<file path="config.mk">
export PLATFORM = sky130hd
export DESIGN_NAME = packet_priority_classifier_unit_flat
export DESIGN_NICKNAME = d
export VERILOG_FILES = /design/src/sv/ppc_pkg.sv /design/src/sv/ppc_in_if.sv /design/src/sv/ppc_out_if.sv /design/src/sv/ppc_ctrl.sv /design/src/sv/ppc_dp.sv /design/src/sv/packet_priority_classifier_unit.sv /design/src/flat_wrapper.sv
export SDC_FILE = /design/constraint.sdc
export NUM_CORES = 1
export LEC_CHECK = 0
export BUFFER_PORTS_ARGS = -buffer_cell sky130_fd_sc_hd__buf_2
export CAP_MARGIN = 10
export CORE_UTILIZATION = 25
export DETAILED_ROUTE_END_ITERATION = 12
export PLACE_DENSITY = 0.45
export SYNTH_ARGS = -nofsm -noshare
export SYNTH_HDL_FRONTEND = slang
export SYNTH_SLANG_ARGS = --single-unit
</file>
<file path="constraint.sdc">
create_clock -name i_clk -period 8.5 [get_ports i_clk]
set_input_delay 1.275 -clock i_clk [delete_from_list [all_inputs] [get_ports i_clk]]
set_output_delay 1.275 -clock i_clk [all_outputs]
set_load 0.02 [all_outputs]
</file>
<file path="src/sv/ppc_pkg.sv">
// shared types, codes and constants for the packet priority classifier
package ppc_pkg;

    localparam int TABLE_ENTRIES = 8;
    localparam int IDX_W         = $clog2(TABLE_ENTRIES);

    localparam int ID_W      = 16;
    localparam int TIME_W    = 32;
    localparam int BCNT_W    = 8;
    localparam int PCT_W     = 7;
    localparam int MV_W      = 16;
    localparam int RSSI_W    = 9;
    localparam int SNR_W     = 8;
    localparam int LEVEL_W   = 2;
    localparam int BACKOFF_W = 10;
    localparam int REASON_W  = 3;

    localparam int CFG_IDX_W  = 3;
    localparam int CFG_DATA_W = 32;

    localparam logic [BACKOFF_W-1:0] BACKOFF_STANDARD = 10'd800;
    localparam logic [BACKOFF_W-1:0] BACKOFF_SOS      = 10'd20;
    localparam logic [BACKOFF_W-1:0] BACKOFF_BURST    = 10'd0;
    localparam logic [BACKOFF_W-1:0] BACKOFF_DISTRESS = 10'd30;
    localparam logic [BACKOFF_W-1:0] BACKOFF_ACK      = 10'd150;
    localparam logic [BACKOFF_W-1:0] BACKOFF_DEGRADED = 10'd250;

    localparam logic [PCT_W-1:0] LOSS_DEGRADED = 7'd30;

    localparam logic [TIME_W-1:0]        RST_BURST_WINDOW = 32'd30000;
    localparam logic [PCT_W-1:0]         RST_CRIT_PCT     = 7'd15;
    localparam logic [MV_W-1:0]          RST_CRIT_MV      = 16'd3350;
    localparam logic [PCT_W-1:0]         RST_CRIT_LOSS    = 7'd45;
    localparam logic signed [RSSI_W-1:0] RST_EXT_RSSI     = -9'sd120;
    localparam logic signed [SNR_W-1:0]  RST_EXT_SNR      = -8'sd56;
    localparam logic [PCT_W-1:0]         RST_EXT_LOSS     = 7'd75;
    localparam logic [PCT_W-1:0]         RST_WARN_PCT     = 7'd25;

    typedef enum logic [CFG_IDX_W-1:0] {
        CFG_BURST_WINDOW = 3'd0,
        CFG_CRIT_PCT     = 3'd1,
        CFG_CRIT_MV      = 3'd2,
        CFG_CRIT_LOSS    = 3'd3,
        CFG_EXT_RSSI     = 3'd4,
        CFG_EXT_SNR      = 3'd5,
        CFG_EXT_LOSS     = 3'd6,
        CFG_WARN_PCT     = 3'd7
    } t_cfg_idx;

    typedef enum logic [LEVEL_W-1:0] {
        LVL_NORMAL    = 2'd0,
        LVL_ELEVATED  = 2'd1,
        LVL_EMERGENCY = 2'd2
    } t_level;

    typedef enum logic [REASON_W-1:0] {
        RSN_STANDARD   = 3'd0,
        RSN_SOS_DIRECT = 3'd1,
        RSN_SOS_REPEAT = 3'd2,
        RSN_DISTRESS   = 3'd3,
        RSN_ACK        = 3'd4,
        RSN_DEGRADED   = 3'd5
    } t_reason;

    typedef enum logic [2:0] {
        S_IDLE,
        S_SCAN,
        S_DRAIN,
        S_UPDATE,
        S_FINISH
    } t_state;

    typedef struct packed {
        logic [ID_W-1:0]   sender;
        logic [TIME_W-1:0] stamp;
        logic [BCNT_W-1:0] count;
    } t_entry;

    typedef struct packed {
        logic             load;
        logic             rd_en;
        logic [IDX_W-1:0] rd_addr;
        logic             update;
        logic             finish;
    } t_ctrl_cmd;

    typedef struct packed {
        logic is_sos;
    } t_dp_status;

endpackage

</file>
<file path="src/sv/ppc_in_if.sv">
// input item channel of the packet priority classifier
interface ppc_in_if import ppc_pkg::*; ();
    logic                     valid;
    logic                     ready;
    logic                     payload_valid;
    logic                     sos_payload;
    logic                     ack_payload;
    logic [ID_W-1:0]          sender_id;
    logic [TIME_W-1:0]        now_ms;
    logic                     tlm_valid;
    logic                     tlm_emergency;
    logic [PCT_W-1:0]         charge_pct;
    logic [MV_W-1:0]          battery_mv;
    logic [PCT_W-1:0]         loss_pct;
    logic signed [RSSI_W-1:0] rssi_dbm;
    logic signed [SNR_W-1:0]  snr_quarter_db;

    modport source (
        output valid, payload_valid, sos_payload, ack_payload, sender_id, now_ms,
               tlm_valid, tlm_emergency, charge_pct, battery_mv, loss_pct,
               rssi_dbm, snr_quarter_db,
        input  ready
    );

    modport sink (
        input  valid, payload_valid, sos_payload, ack_payload, sender_id, now_ms,
               tlm_valid, tlm_emergency, charge_pct, battery_mv, loss_pct,
               rssi_dbm, snr_quarter_db,
        output ready
    );
endinterface

</file>
<file path="src/sv/ppc_out_if.sv">
// result item channel of the packet priority classifier
interface ppc_out_if import ppc_pkg::*; ();
    logic                 valid;
    logic                 ready;
    logic [LEVEL_W-1:0]   level;
    logic                 preemptive;
    logic [BACKOFF_W-1:0] backoff_ms;
    logic [REASON_W-1:0]  reason;
    logic [BCNT_W-1:0]    sos_count;

    modport source (
        output valid, level, preemptive, backoff_ms, reason, sos_count,
        input  ready
    );

    modport sink (
        input  valid, level, preemptive, backoff_ms, reason, sos_count,
        output ready
    );
endinterface

</file>
<file path="src/sv/ppc_ctrl.sv">
// controller: sequences load, table scan, table update and result hand-off
module ppc_ctrl import ppc_pkg::*; (
    input  logic       i_clk,
    input  logic       i_rst_n,
    input  logic       i_in_valid,
    output logic       o_in_ready,
    input  logic       i_out_ready,
    output logic       o_out_valid,
    input  t_dp_status i_status,
    output t_ctrl_cmd  o_cmd
);

    t_state           r_state, n_state;
    logic [IDX_W-1:0] r_scan_idx, n_scan_idx;
    logic             r_out_valid, n_out_valid;

    always_ff @(posedge i_clk) begin
        if (!i_rst_n) begin
            r_state     <= S_IDLE;
            r_scan_idx  <= '0;
            r_out_valid <= 1'b0;
        end else begin
            r_state     <= n_state;
            r_scan_idx  <= n_scan_idx;
            r_out_valid <= n_out_valid;
        end
    end

    always_comb begin
        n_state     = r_state;
        n_scan_idx  = r_scan_idx;
        n_out_valid = r_out_valid && !i_out_ready;
        o_in_ready  = 1'b0;
        o_cmd       = '0;
        case (r_state)
            S_IDLE: begin
                o_in_ready = 1'b1;
                if (i_in_valid) begin
                    o_cmd.load = 1'b1;
                    n_scan_idx = '0;
                    n_state    = S_SCAN;
                end
            end
            S_SCAN: begin
                if (!i_status.is_sos) begin
                    n_state = S_FINISH;
                end else begin
                    o_cmd.rd_en   = 1'b1;
                    o_cmd.rd_addr = r_scan_idx;
                    if (r_scan_idx == IDX_W'(TABLE_ENTRIES - 1)) begin
                        n_state = S_DRAIN;
                    end else begin
                        n_scan_idx = r_scan_idx + 1'b1;
                    end
                end
            end
            S_DRAIN: begin
                n_state = S_UPDATE;
            end
            S_UPDATE: begin
                o_cmd.update = 1'b1;
                n_state      = S_FINISH;
            end
            S_FINISH: begin
                if (!r_out_valid || i_out_ready) begin
                    o_cmd.finish = 1'b1;
                    n_out_valid  = 1'b1;
                    n_state      = S_IDLE;
                end
            end
            default: begin
                n_state = S_IDLE;
            end
        endcase
    end

    assign o_out_valid = r_out_valid;

endmodule

</file>
<file path="src/sv/ppc_dp.sv">
// datapath: config registers, burst table, scan trackers and result logic
module ppc_dp import ppc_pkg::*; (
    input  logic                  i_clk,
    input  logic                  i_rst_n,
    input  logic                  i_cfg_we,
    input  logic [CFG_IDX_W-1:0]  i_cfg_idx,
    input  logic [CFG_DATA_W-1:0] i_cfg_data,
    ppc_in_if.sink                i_in,
    ppc_out_if.source             o_res,
    input  t_ctrl_cmd             i_cmd,
    output t_dp_status            o_status
);

    // configuration
    logic [TIME_W-1:0]        r_burst_window;
    logic [PCT_W-1:0]         r_crit_pct;
    logic [MV_W-1:0]          r_crit_mv;
    logic [PCT_W-1:0]         r_crit_loss;
    logic signed [RSSI_W-1:0] r_ext_rssi;
    logic signed [SNR_W-1:0]  r_ext_snr;
    logic [PCT_W-1:0]         r_ext_loss;
    logic [PCT_W-1:0]         r_warn_pct;

    always_ff @(posedge i_clk) begin
        if (!i_rst_n) begin
            r_burst_window <= RST_BURST_WINDOW;
            r_crit_pct     <= RST_CRIT_PCT;
            r_crit_mv      <= RST_CRIT_MV;
            r_crit_loss    <= RST_CRIT_LOSS;
            r_ext_rssi     <= RST_EXT_RSSI;
            r_ext_snr      <= RST_EXT_SNR;
            r_ext_loss     <= RST_EXT_LOSS;
            r_warn_pct     <= RST_WARN_PCT;
        end else if (i_cfg_we) begin
            case (t_cfg_idx'(i_cfg_idx))
                CFG_BURST_WINDOW: r_burst_window <= i_cfg_data[TIME_W-1:0];
                CFG_CRIT_PCT:     r_crit_pct     <= i_cfg_data[PCT_W-1:0];
                CFG_CRIT_MV:      r_crit_mv      <= i_cfg_data[MV_W-1:0];
                CFG_CRIT_LOSS:    r_crit_loss    <= i_cfg_data[PCT_W-1:0];
                CFG_EXT_RSSI:     r_ext_rssi     <= i_cfg_data[RSSI_W-1:0];
                CFG_EXT_SNR:      r_ext_snr      <= i_cfg_data[SNR_W-1:0];
                CFG_EXT_LOSS:     r_ext_loss     <= i_cfg_data[PCT_W-1:0];
                CFG_WARN_PCT:     r_warn_pct     <= i_cfg_data[PCT_W-1:0];
                default: begin
                end
            endcase
        end
    end

    // captured item
    logic                     r_is_sos;
    logic                     r_payload;
    logic                     r_ack;
    logic [ID_W-1:0]          r_id;
    logic [TIME_W-1:0]        r_now;
    logic                     r_tlm;
    logic                     r_emerg;
    logic [PCT_W-1:0]         r_bpct;
    logic [MV_W-1:0]          r_bmv;
    logic [PCT_W-1:0]         r_loss;
    logic signed [RSSI_W-1:0] r_rssi;
    logic signed [SNR_W-1:0]  r_snr;

    always_ff @(posedge i_clk) begin
        if (!i_rst_n) begin
            r_is_sos <= 1'b0;
        end else if (i_cmd.load) begin
            r_is_sos <= i_in.payload_valid && i_in.sos_payload;
        end
    end

    always_ff @(posedge i_clk) begin
        if (i_cmd.load) begin
            r_payload <= i_in.payload_valid;
            r_ack     <= i_in.ack_payload;
            r_id      <= i_in.sender_id;
            r_now     <= i_in.now_ms;
            r_tlm     <= i_in.tlm_valid;
            r_emerg   <= i_in.tlm_emergency;
            r_bpct    <= i_in.charge_pct;
            r_bmv     <= i_in.battery_mv;
            r_loss    <= i_in.loss_pct;
            r_rssi    <= i_in.rssi_dbm;
            r_snr     <= i_in.snr_quarter_db;
        end
    end

    assign o_status.is_sos = r_is_sos;

    // burst table
    t_entry                   r_mem [TABLE_ENTRIES];
    logic [TABLE_ENTRIES-1:0] r_used;
    t_entry                   r_rd_entry;
    logic                     r_rd_used;
    logic [IDX_W-1:0]         r_rd_idx;
    logic                     r_rd_vld;

    logic [IDX_W-1:0]  w_pick;
    logic [BCNT_W-1:0] w_new_count;

    always_ff @(posedge i_clk) begin
        if (i_cmd.rd_en) begin
            r_rd_entry <= r_mem[i_cmd.rd_addr];
            r_rd_used  <= r_used[i_cmd.rd_addr];
            r_rd_idx   <= i_cmd.rd_addr;
        end
        if (i_cmd.update) begin
            r_mem[w_pick] <= '{sender: r_id, stamp: r_now, count: w_new_count};
        end
    end

    always_ff @(posedge i_clk) begin
        if (!i_rst_n) begin
            r_used   <= '0;
            r_rd_vld <= 1'b0;
        end else begin
            r_rd_vld <= i_cmd.rd_en;
            if (i_cmd.update) begin
                r_used[w_pick] <= 1'b1;
            end
        end
    end

    // entries never written read as empty
    logic [ID_W-1:0]   w_rd_sender;
    logic [TIME_W-1:0] w_rd_stamp;
    logic [BCNT_W-1:0] w_rd_count;

    assign w_rd_sender = r_rd_used ? r_rd_entry.sender : '0;
    assign w_rd_stamp  = r_rd_used ? r_rd_entry.stamp  : '0;
    assign w_rd_count  = r_rd_used ? r_rd_entry.count  : '0;

    // scan trackers
    logic              r_found;
    logic [IDX_W-1:0]  r_match_idx;
    logic [TIME_W-1:0] r_match_stamp;
    logic [BCNT_W-1:0] r_match_count;
    logic              r_has_empty;
    logic [IDX_W-1:0]  r_empty_idx;
    logic [IDX_W-1:0]  r_oldest_idx;
    logic [TIME_W-1:0] r_oldest_stamp;

    always_ff @(posedge i_clk) begin
        if (!i_rst_n) begin
            r_found     <= 1'b0;
            r_has_empty <= 1'b0;
        end else if (i_cmd.load) begin
            r_found     <= 1'b0;
            r_has_empty <= 1'b0;
        end else if (r_rd_vld && !r_found) begin
            if (w_rd_sender == r_id) begin
                r_found <= 1'b1;
            end
            if (w_rd_sender == '0 && !r_has_empty) begin
                r_has_empty <= 1'b1;
            end
        end
    end

    always_ff @(posedge i_clk) begin
        if (i_cmd.load) begin
            r_oldest_stamp <= '1;
            r_oldest_idx   <= '0;
        end else if (r_rd_vld && !r_found) begin
            if (w_rd_sender == r_id) begin
                r_match_idx   <= r_rd_idx;
                r_match_stamp <= w_rd_stamp;
                r_match_count <= w_rd_count;
            end
            if (w_rd_sender == '0 && !r_has_empty) begin
                r_empty_idx <= r_rd_idx;
            end
            if (w_rd_stamp < r_oldest_stamp) begin
                r_oldest_stamp <= w_rd_stamp;
                r_oldest_idx   <= r_rd_idx;
            end
        end
    end

    // table update
    logic [TIME_W-1:0] w_gap;
    logic              w_repeat;

    assign w_pick   = r_found ? r_match_idx : (r_has_empty ? r_empty_idx : r_oldest_idx);
    assign w_gap    = r_now - r_match_stamp;
    assign w_repeat = (w_gap <= r_burst_window);

    always_comb begin
        if (!r_found || !w_repeat) begin
            w_new_count = BCNT_W'(1);
        end else if (r_match_count == '1) begin
            w_new_count = r_match_count;
        end else begin
            w_new_count = r_match_count + 1'b1;
        end
    end

    logic [BCNT_W-1:0] r_count;

    always_ff @(posedge i_clk) begin
        if (i_cmd.load) begin
            r_count <= '0;
        end else if (i_cmd.update) begin
            r_count <= w_new_count;
        end
    end

    // classification
    logic w_crit;
    logic w_extreme;
    logic w_distress;
    logic w_degraded;

    assign w_crit     = (r_bpct < r_crit_pct || r_bmv < r_crit_mv) && (r_loss > r_crit_loss);
    assign w_extreme  = (r_rssi < r_ext_rssi) && (r_snr < r_ext_snr) && (r_loss > r_ext_loss);
    assign w_distress = r_tlm && (r_emerg || w_crit || w_extreme);
    assign w_degraded = r_tlm && (r_bpct < r_warn_pct || r_loss > LOSS_DEGRADED);

    logic [LEVEL_W-1:0]   n_level,   r_level;
    logic                 n_pre,     r_pre;
    logic [BACKOFF_W-1:0] n_backoff, r_backoff;
    logic [REASON_W-1:0]  n_reason,  r_reason;
    logic [BCNT_W-1:0]    n_bcount,  r_bcount;

    always_comb begin
        n_level   = LVL_NORMAL;
        n_pre     = 1'b0;
        n_backoff = BACKOFF_STANDARD;
        n_reason  = RSN_STANDARD;
        n_bcount  = '0;
        if (r_payload) begin
            if (r_is_sos) begin
                n_level   = LVL_EMERGENCY;
                n_pre     = 1'b1;
                n_backoff = (r_count > BCNT_W'(2)) ? BACKOFF_BURST : BACKOFF_SOS;
                n_reason  = (r_count > BCNT_W'(1)) ? RSN_SOS_REPEAT : RSN_SOS_DIRECT;
                n_bcount  = r_count;
            end else if (w_distress) begin
                n_level   = LVL_EMERGENCY;
                n_pre     = 1'b1;
                n_backoff = BACKOFF_DISTRESS;
                n_reason  = RSN_DISTRESS;
            end else if (r_ack) begin
                n_level   = LVL_ELEVATED;
                n_backoff = BACKOFF_ACK;
                n_reason  = RSN_ACK;
            end else if (w_degraded) begin
                n_level   = LVL_ELEVATED;
                n_backoff = BACKOFF_DEGRADED;
                n_reason  = RSN_DEGRADED;
            end
        end
    end

    always_ff @(posedge i_clk) begin
        if (i_cmd.finish) begin
            r_level   <= n_level;
            r_pre     <= n_pre;
            r_backoff <= n_backoff;
            r_reason  <= n_reason;
            r_bcount  <= n_bcount;
        end
    end

    assign o_res.level      = r_level;
    assign o_res.preemptive = r_pre;
    assign o_res.backoff_ms = r_backoff;
    assign o_res.reason     = r_reason;
    assign o_res.sos_count  = r_bcount;

endmodule

</file>
<file path="src/sv/packet_priority_classifier_unit.sv">
// top level of the packet priority classifier
//
//  channel   dir  handshake          contents
//  i_in      in   valid / ready      packet flags, sender, time, telemetry
//  o_res     out  valid / ready      level, preemption, backoff, reason, burst count
//  i_cfg_*   in   write enable only  register index and write data
//
// an sos item goes through load, a read of each burst table entry, then read
// drain, table update and result load; other items skip the reads, drain and update
// the burst table read port, one entry a cycle, paces the sos scan
// reset clears the table valid bits and restores register defaults at once
// a new item is taken while an earlier result waits in the output register;
// the result load waits for that register to empty
module packet_priority_classifier_unit import ppc_pkg::*; (
    input  logic                  i_clk,
    input  logic                  i_rst_n,
    input  logic                  i_cfg_we,
    input  logic [CFG_IDX_W-1:0]  i_cfg_idx,
    input  logic [CFG_DATA_W-1:0] i_cfg_data,
    ppc_in_if.sink                i_in,
    ppc_out_if.source             o_res
);

    t_ctrl_cmd  w_cmd;
    t_dp_status w_status;
    logic       w_in_ready;
    logic       w_out_valid;

    ppc_ctrl u_ctrl (
        .i_clk       (i_clk),
        .i_rst_n     (i_rst_n),
        .i_in_valid  (i_in.valid),
        .o_in_ready  (w_in_ready),
        .i_out_ready (o_res.ready),
        .o_out_valid (w_out_valid),
        .i_status    (w_status),
        .o_cmd       (w_cmd)
    );

    ppc_dp u_dp (
        .i_clk      (i_clk),
        .i_rst_n    (i_rst_n),
        .i_cfg_we   (i_cfg_we),
        .i_cfg_idx  (i_cfg_idx),
        .i_cfg_data (i_cfg_data),
        .i_in       (i_in),
        .o_res      (o_res),
        .i_cmd      (w_cmd),
        .o_status   (w_status)
    );

    assign i_in.ready  = w_in_ready;
    assign o_res.valid = w_out_valid;

`ifndef SYNTHESIS
    a_one_item: assert property (@(posedge i_clk) disable iff (!i_rst_n)
        (i_in.valid && i_in.ready) |=> !i_in.ready)
        else $error("item accepted while another is in work");

    a_no_overwrite: assert property (@(posedge i_clk) disable iff (!i_rst_n)
        w_cmd.finish |-> (!o_res.valid || o_res.ready))
        else $error("result load over a waiting result");

    a_update_after_scan: assert property (@(posedge i_clk) disable iff (!i_rst_n)
        w_cmd.update |-> $past(w_cmd.rd_en, 2))
        else $error("table update without a completed scan");

    a_count_sos: assert property (@(posedge i_clk) disable iff (!i_rst_n)
        o_res.valid |-> ((o_res.sos_count != '0) ==
            (o_res.reason == RSN_SOS_DIRECT || o_res.reason == RSN_SOS_REPEAT)))
        else $error("burst count disagrees with reason");
`endif

endmodule

</file>
<file path="src/flat_wrapper.sv">
// flat-port wrapper written by rule: the top's interface ports become plain ports
module packet_priority_classifier_unit_flat import ppc_pkg::*;
  (i_clk, i_rst_n, i_cfg_we, i_cfg_idx, i_cfg_data, i_in_valid, i_in_payload_valid, i_in_sos_payload, i_in_ack_payload, i_in_sender_id, i_in_now_ms, i_in_tlm_valid, i_in_tlm_emergency, i_in_charge_pct, i_in_battery_mv, i_in_loss_pct, i_in_rssi_dbm, i_in_snr_quarter_db, i_in_ready, o_res_valid, o_res_level, o_res_preemptive, o_res_backoff_ms, o_res_reason, o_res_sos_count, o_res_ready);
  ppc_in_if i_in_i ();
  ppc_out_if o_res_i ();
  input  logic i_clk;
  input  logic i_rst_n;
  input  logic i_cfg_we;
  input  logic [CFG_IDX_W-1:0] i_cfg_idx;
  input  logic [CFG_DATA_W-1:0] i_cfg_data;
  input wire logic [$bits(i_in_i.valid)-1:0] i_in_valid;
  input wire logic [$bits(i_in_i.payload_valid)-1:0] i_in_payload_valid;
  input wire logic [$bits(i_in_i.sos_payload)-1:0] i_in_sos_payload;
  input wire logic [$bits(i_in_i.ack_payload)-1:0] i_in_ack_payload;
  input wire logic [$bits(i_in_i.sender_id)-1:0] i_in_sender_id;
  input wire logic [$bits(i_in_i.now_ms)-1:0] i_in_now_ms;
  input wire logic [$bits(i_in_i.tlm_valid)-1:0] i_in_tlm_valid;
  input wire logic [$bits(i_in_i.tlm_emergency)-1:0] i_in_tlm_emergency;
  input wire logic [$bits(i_in_i.charge_pct)-1:0] i_in_charge_pct;
  input wire logic [$bits(i_in_i.battery_mv)-1:0] i_in_battery_mv;
  input wire logic [$bits(i_in_i.loss_pct)-1:0] i_in_loss_pct;
  input wire logic [$bits(i_in_i.rssi_dbm)-1:0] i_in_rssi_dbm;
  input wire logic [$bits(i_in_i.snr_quarter_db)-1:0] i_in_snr_quarter_db;
  output wire logic [$bits(i_in_i.ready)-1:0] i_in_ready;
  output wire logic [$bits(o_res_i.valid)-1:0] o_res_valid;
  output wire logic [$bits(o_res_i.level)-1:0] o_res_level;
  output wire logic [$bits(o_res_i.preemptive)-1:0] o_res_preemptive;
  output wire logic [$bits(o_res_i.backoff_ms)-1:0] o_res_backoff_ms;
  output wire logic [$bits(o_res_i.reason)-1:0] o_res_reason;
  output wire logic [$bits(o_res_i.sos_count)-1:0] o_res_sos_count;
  input wire logic [$bits(o_res_i.ready)-1:0] o_res_ready;
  assign i_in_i.valid = i_in_valid;
  assign i_in_i.payload_valid = i_in_payload_valid;
  assign i_in_i.sos_payload = i_in_sos_payload;
  assign i_in_i.ack_payload = i_in_ack_payload;
  assign i_in_i.sender_id = i_in_sender_id;
  assign i_in_i.now_ms = i_in_now_ms;
  assign i_in_i.tlm_valid = i_in_tlm_valid;
  assign i_in_i.tlm_emergency = i_in_tlm_emergency;
  assign i_in_i.charge_pct = i_in_charge_pct;
  assign i_in_i.battery_mv = i_in_battery_mv;
  assign i_in_i.loss_pct = i_in_loss_pct;
  assign i_in_i.rssi_dbm = i_in_rssi_dbm;
  assign i_in_i.snr_quarter_db = i_in_snr_quarter_db;
  assign i_in_ready = i_in_i.ready;
  assign o_res_valid = o_res_i.valid;
  assign o_res_level = o_res_i.level;
  assign o_res_preemptive = o_res_i.preemptive;
  assign o_res_backoff_ms = o_res_i.backoff_ms;
  assign o_res_reason = o_res_i.reason;
  assign o_res_sos_count = o_res_i.sos_count;
  assign o_res_i.ready = o_res_ready;
  packet_priority_classifier_unit u_core (.i_clk(i_clk), .i_rst_n(i_rst_n), .i_cfg_we(i_cfg_we), .i_cfg_idx(i_cfg_idx), .i_cfg_data(i_cfg_data), .i_in(i_in_i), .o_res(o_res_i));
endmodule
</file>
==> results.md <==
- In this run, post-CTS hold repair placed 0 buffers.
- The die area is between 100000 and 150000 um2.
- The slew at the pin with the worst max-slew slack is 1.16 ns.
- The net count of the finished layout is approximately 3400.
- The flow ran to the end, and the final reports show no timing, DRC or antenna violations.
- The number of DRC violations after detailed routing is 0.
- The worst-case vdd ir drop is 0.000134 V.
- The post-synth design cell area is 35300 um2.
- Averaged over all synthesized cells, the footprint is about 12 um2.
- The final setup TNS is 0 ns.
- The total clock buffers created by CTS is 99.
- The cell at the root of the clock tree is sky130_fd_sc_hd__clkbuf_16.
- The routability congestion estimate from global placement is between 0.7 and 0.8.
- The post-cts gate resize count is 0.
- The worst path arrival time is 5.78 ns.
- The average via count per standard cell is about 4.5.
- The number of setup buffers added after CTS is 0.
- The HPWL after detailed placement is 59.4 mm.
- The clock-pin slew of the registers on the worst-case setup and hold paths is 0.06 ns.
- The via count of the routed design is ~23000.
- Buffers placed on the I/O ports in this run total approximately 160.
- The initial utilization of the core area, before any placement, comes to 0.253.
- The initial detailed-routing violation count is between 1000 and 1500.
- The worst setup path is launched from a register.
- The total nets after synthesis is 3242.
- The maximum root-to-sink buffer count is 3.
- Among all flip-flop cells after synthesis, the most frequent one is sky130_fd_sc_hd__edfxtp_1.
- The H-tree depth is 3.
- The number of antenna diodes in the final layout is 0.
- Clock tree synthesis found a total of 827 sinks.
- Based on the critical path, the design can be clocked at up to 0.187 GHz.
- For this run, the total global-route usage over all layers was measured as 0.140.
- The share of final-layout standard cells stronger than drive strength 1 is 0.136.
- The final global-route overflow total is 0.
- The portion of the clock cycle consumed by the worst path in the final layout is 0.628.
- The critical path capture point type is a register.
- The number of global-route vias before repair is 22600.
- After synthesis, the share of flip-flops with an asynchronous set or reset is 0.
- Setup violations remaining at the end of the flow were counted as 0.
- STA puts the critical path data required time at about 8.9 ns.
- The count of final max-slew check failures was 0.
- The synthesized design contains 827 register bits.
- The standby leakage power is 15.3 nW.
- The global-route wire length before repair is 149 mm.
- Setup repair after global routing left no endpoint under its margin.
- The pre-antenna-repair detailed-routing pass consisted of 5 iterations.
- The number of enable-type register cells in the synthesized netlist is 672.
- The final hold violation count is 0.
- In this run the power density over the cells is 222 nW/um2.
- The clock tree skew after final layout is 0.0443 ns.
- In this run the worst path has a maximum fanout of 16.
- The clock tree from TritonCTS is yes.
- The slowest stage of the critical path is the sky130_fd_sc_hd__a21boi_0 cell.
- 166 I/O pins were placed.
- Counting the fill cells in the layout gives 14300.
- In this run the standard cell core region covers ~140000 um2.
- For the worst-skew pair, the clock arrives at the later sink with an insertion delay of 0.71 ns.
- The largest single stage delay on the critical path is approximately 0.6 ns.
- The dominant delay contributor by cell family on the critical path is compound AO/OA/AOI/OAI gates.
- Dividing the detail-routed wire length by the instance count gives 20.0 um.
- Entering global routing, the biggest net connects 119 pins.
- The count of nets left with antenna violations once routing finished came out at 0.
- The total power draw is 9.21 mW.
- The kind of path behind the tightest hold check is reg2reg.
- The signal on the critical path passes through ha_1 -> nor2b_1 -> o2111ai_1 -> a21boi_0 -> a211oi_1 -> o31a_1 -> o311ai_1 -> a31o_2 -> a21oi_1 -> xnor2_1 -> ha_1 -> nand3_1 -> nor3_1 -> nand2_1 -> o31a_1 -> buf_4 -> nor2_1.
- After technology mapping, the gate count stands at 2948.
- The tool flagged a number of max-cap violations equal to 0.
- The total wire length after detailed routing is 101 mm.
- The number of distinct library cells after synthesis is 65.
- The Yosys step of the flow raised 0 warnings.
- For this run, the register share of the synthesized area comes to 0.659.
- The initial antenna violation count is 7.
- The worst setup path is of the reg2reg kind.
- The floorplan has 137 rows.
- The die is 378 um wide.
- The area added between synthesis and finish is 17.5%.
- The count of buffering cells on the critical path with inverters included is 1.
- Counting I/O delays and the setup requirement, the final critical path takes ~5.3 ns.
- The worst-case headroom to the max-slew limit is 0.226.
- From bottom edge to top edge, the die measures 378 um.
stage by stage:
stage | worst slack [ns] | area [um2] | hold slack (ns) | utilization | instances
2_1_floorplan | 4.11 | 35300 | 0.436 | - | 2948
3_3_place_gp | 3.15 | 38200 | 0.444 | 0.273 | 4864
3_5_place_dp | 3.10 | 38200 | 0.448 | 0.273 | 4864
4_1_cts | 3.07 | 41500 | 0.457 | 0.297 | 5044
5_1_grt | 2.71 | 41500 | 0.468 | 0.297 | 5044
6_report | 3.16 | 41500 | 0.455 | 0.297 | 5044
registers in the layout, indices dropped and copies added (netlist names), 8 cells and up:
name,cells
u_core.u_dp.r_id,16
u_core.u_dp.r_oldest_stamp,32
u_core.u_dp.r_mem,448
u_core.u_dp.r_ext_rssi,9
u_core.u_dp.r_bmv,16
u_core.u_dp.r_count,8
u_core.u_dp.r_used,8
u_core.u_dp.r_crit_mv,16
u_core.u_dp.r_snr,8
u_core.u_dp.r_ext_snr,8
u_core.u_dp.o_res.sos_count,8
u_core.u_dp.r_now,32
u_core.u_dp.r_rd_entry,56
u_core.u_dp.r_rssi,9
u_core.u_dp.r_match_stamp,32
u_core.u_dp.r_burst_window,32
u_core.u_dp.r_match_count,8
path summary, 6_finish.rpt:
kind / startpoint / end / slack (ns) / depth (start not counted)
max: u_core.u_dp.r_now[1]$_DFFE_PP_ / u_core.u_dp.r_mem[4][7]$_DFFE_PP_ / 3.16 / 17
min reg2reg: u_core.u_dp.r_crit_mv[14]$_SDFFE_PN0P_ / u_core.u_dp.r_crit_mv[14]$_SDFFE_PN0P_ / 0.45 / 2
max reg2reg: u_core.u_dp.r_now[1]$_DFFE_PP_ / u_core.u_dp.r_mem[4][7]$_DFFE_PP_ / 3.16 / 17
min: u_core.u_dp.r_crit_mv[14]$_SDFFE_PN0P_ / u_core.u_dp.r_crit_mv[14]$_SDFFE_PN0P_ / 0.45 / 2
per-layer routing:
layer / up-vias / part of all wire / wire length, um / GRT usage
met5: - / 0.00017 / 17 / 0
met4: 4 / 0.018 / 1840 / 0.0330
met3: 120 / 0.041 / 4180 / 0.0246
met2: 396 / 0.48 / 47900 / 0.233
met1: 11200 / 0.46 / 46900 / 0.188
li1: 11000 / - / - / -
cell usage in the layout, fill, tap and decap left out, types with 15 or more instances in the layout:
master                      count
sky130_fd_sc_hd__a211oi_1      64
sky130_fd_sc_hd__a21o_1        39
sky130_fd_sc_hd__a21oi_1      175
sky130_fd_sc_hd__a221oi_1      58
sky130_fd_sc_hd__a31o_2        57
sky130_fd_sc_hd__and2_1        42
sky130_fd_sc_hd__and3_1        15
sky130_fd_sc_hd__buf_2        164
sky130_fd_sc_hd__buf_4         29
sky130_fd_sc_hd__clkbuf_1      19
sky130_fd_sc_hd__clkbuf_16    100
sky130_fd_sc_hd__clkinv_2      18
sky130_fd_sc_hd__dfxtp_1      153
sky130_fd_sc_hd__edfxtp_1     672
sky130_fd_sc_hd__ha_1         153
sky130_fd_sc_hd__inv_1        169
sky130_fd_sc_hd__mux2i_1       36
sky130_fd_sc_hd__nand2_1      542
sky130_fd_sc_hd__nand2b_1      23
sky130_fd_sc_hd__nand3_1      151
sky130_fd_sc_hd__nand4_1       20
sky130_fd_sc_hd__nor2_1       142
sky130_fd_sc_hd__nor3_1        20
sky130_fd_sc_hd__o211ai_1      36
sky130_fd_sc_hd__o21ai_0       60
sky130_fd_sc_hd__xnor2_1       31
cells in the mapped netlist, drive strengths merged, types with 58 or more instances:
library cell / count / area, um2
o21ai: 61 / 305
edfxtp: 672 / 20200
clkbuf: 133 / 508
dfxtp: 155 / 3100
ha: 153 / 1910
a211oi: 64 / 480
inv: 172 / 646
a221oi: 58 / 508
nand3: 151 / 756
nand2: 546 / 2050
a21oi: 175 / 876
nor2: 150 / 563
kinds of logic (layout without fill, tap and decap cells):
family	after synthesis	count (layout)	synth area share
buf+inv	327	547	0.0362
other cells	1	1	0.000106
compound gates	561	561	0.108
fa+ha+maj	154	154	0.0547
xor+xnor	39	39	0.00967
mux	36	36	0.0102
flops	827	827	0.659
simple gates	1003	1003	0.123
final cells by class:
class / count / area (um2) / share of cell area
Timing Repair Buffer: 194 / 1060 / 0.0255
Inverter: 173 / 662 / 0.0159
Tap cell: 1876 / 2350 / 0.0565
Clock inverter: 51 / 569 / 0.0137
Multi-Input combinational cell: 1794 / 10900 / 0.262
Clock buffer: 129 / 2710 / 0.0653
Sequential cell: 827 / 23300 / 0.561
where the power goes:
part           total, mW  switching, mW  leakage [nW]  internal, mW
logic              0.392          0.244          6.32         0.149
registers           4.52         0.0776          7.40          4.45
clock network       4.29           1.74          1.60          2.55
total               9.21           2.06          15.3          7.15
tightest hold or removal path, cell delays in order (launching register included):
cell	delay [ns]
sky130_fd_sc_hd__dfxtp_1	0.31
sky130_fd_sc_hd__nand2_1	0.05
sky130_fd_sc_hd__a21oi_1	0.05
Power figures use the tool's default switching activity.
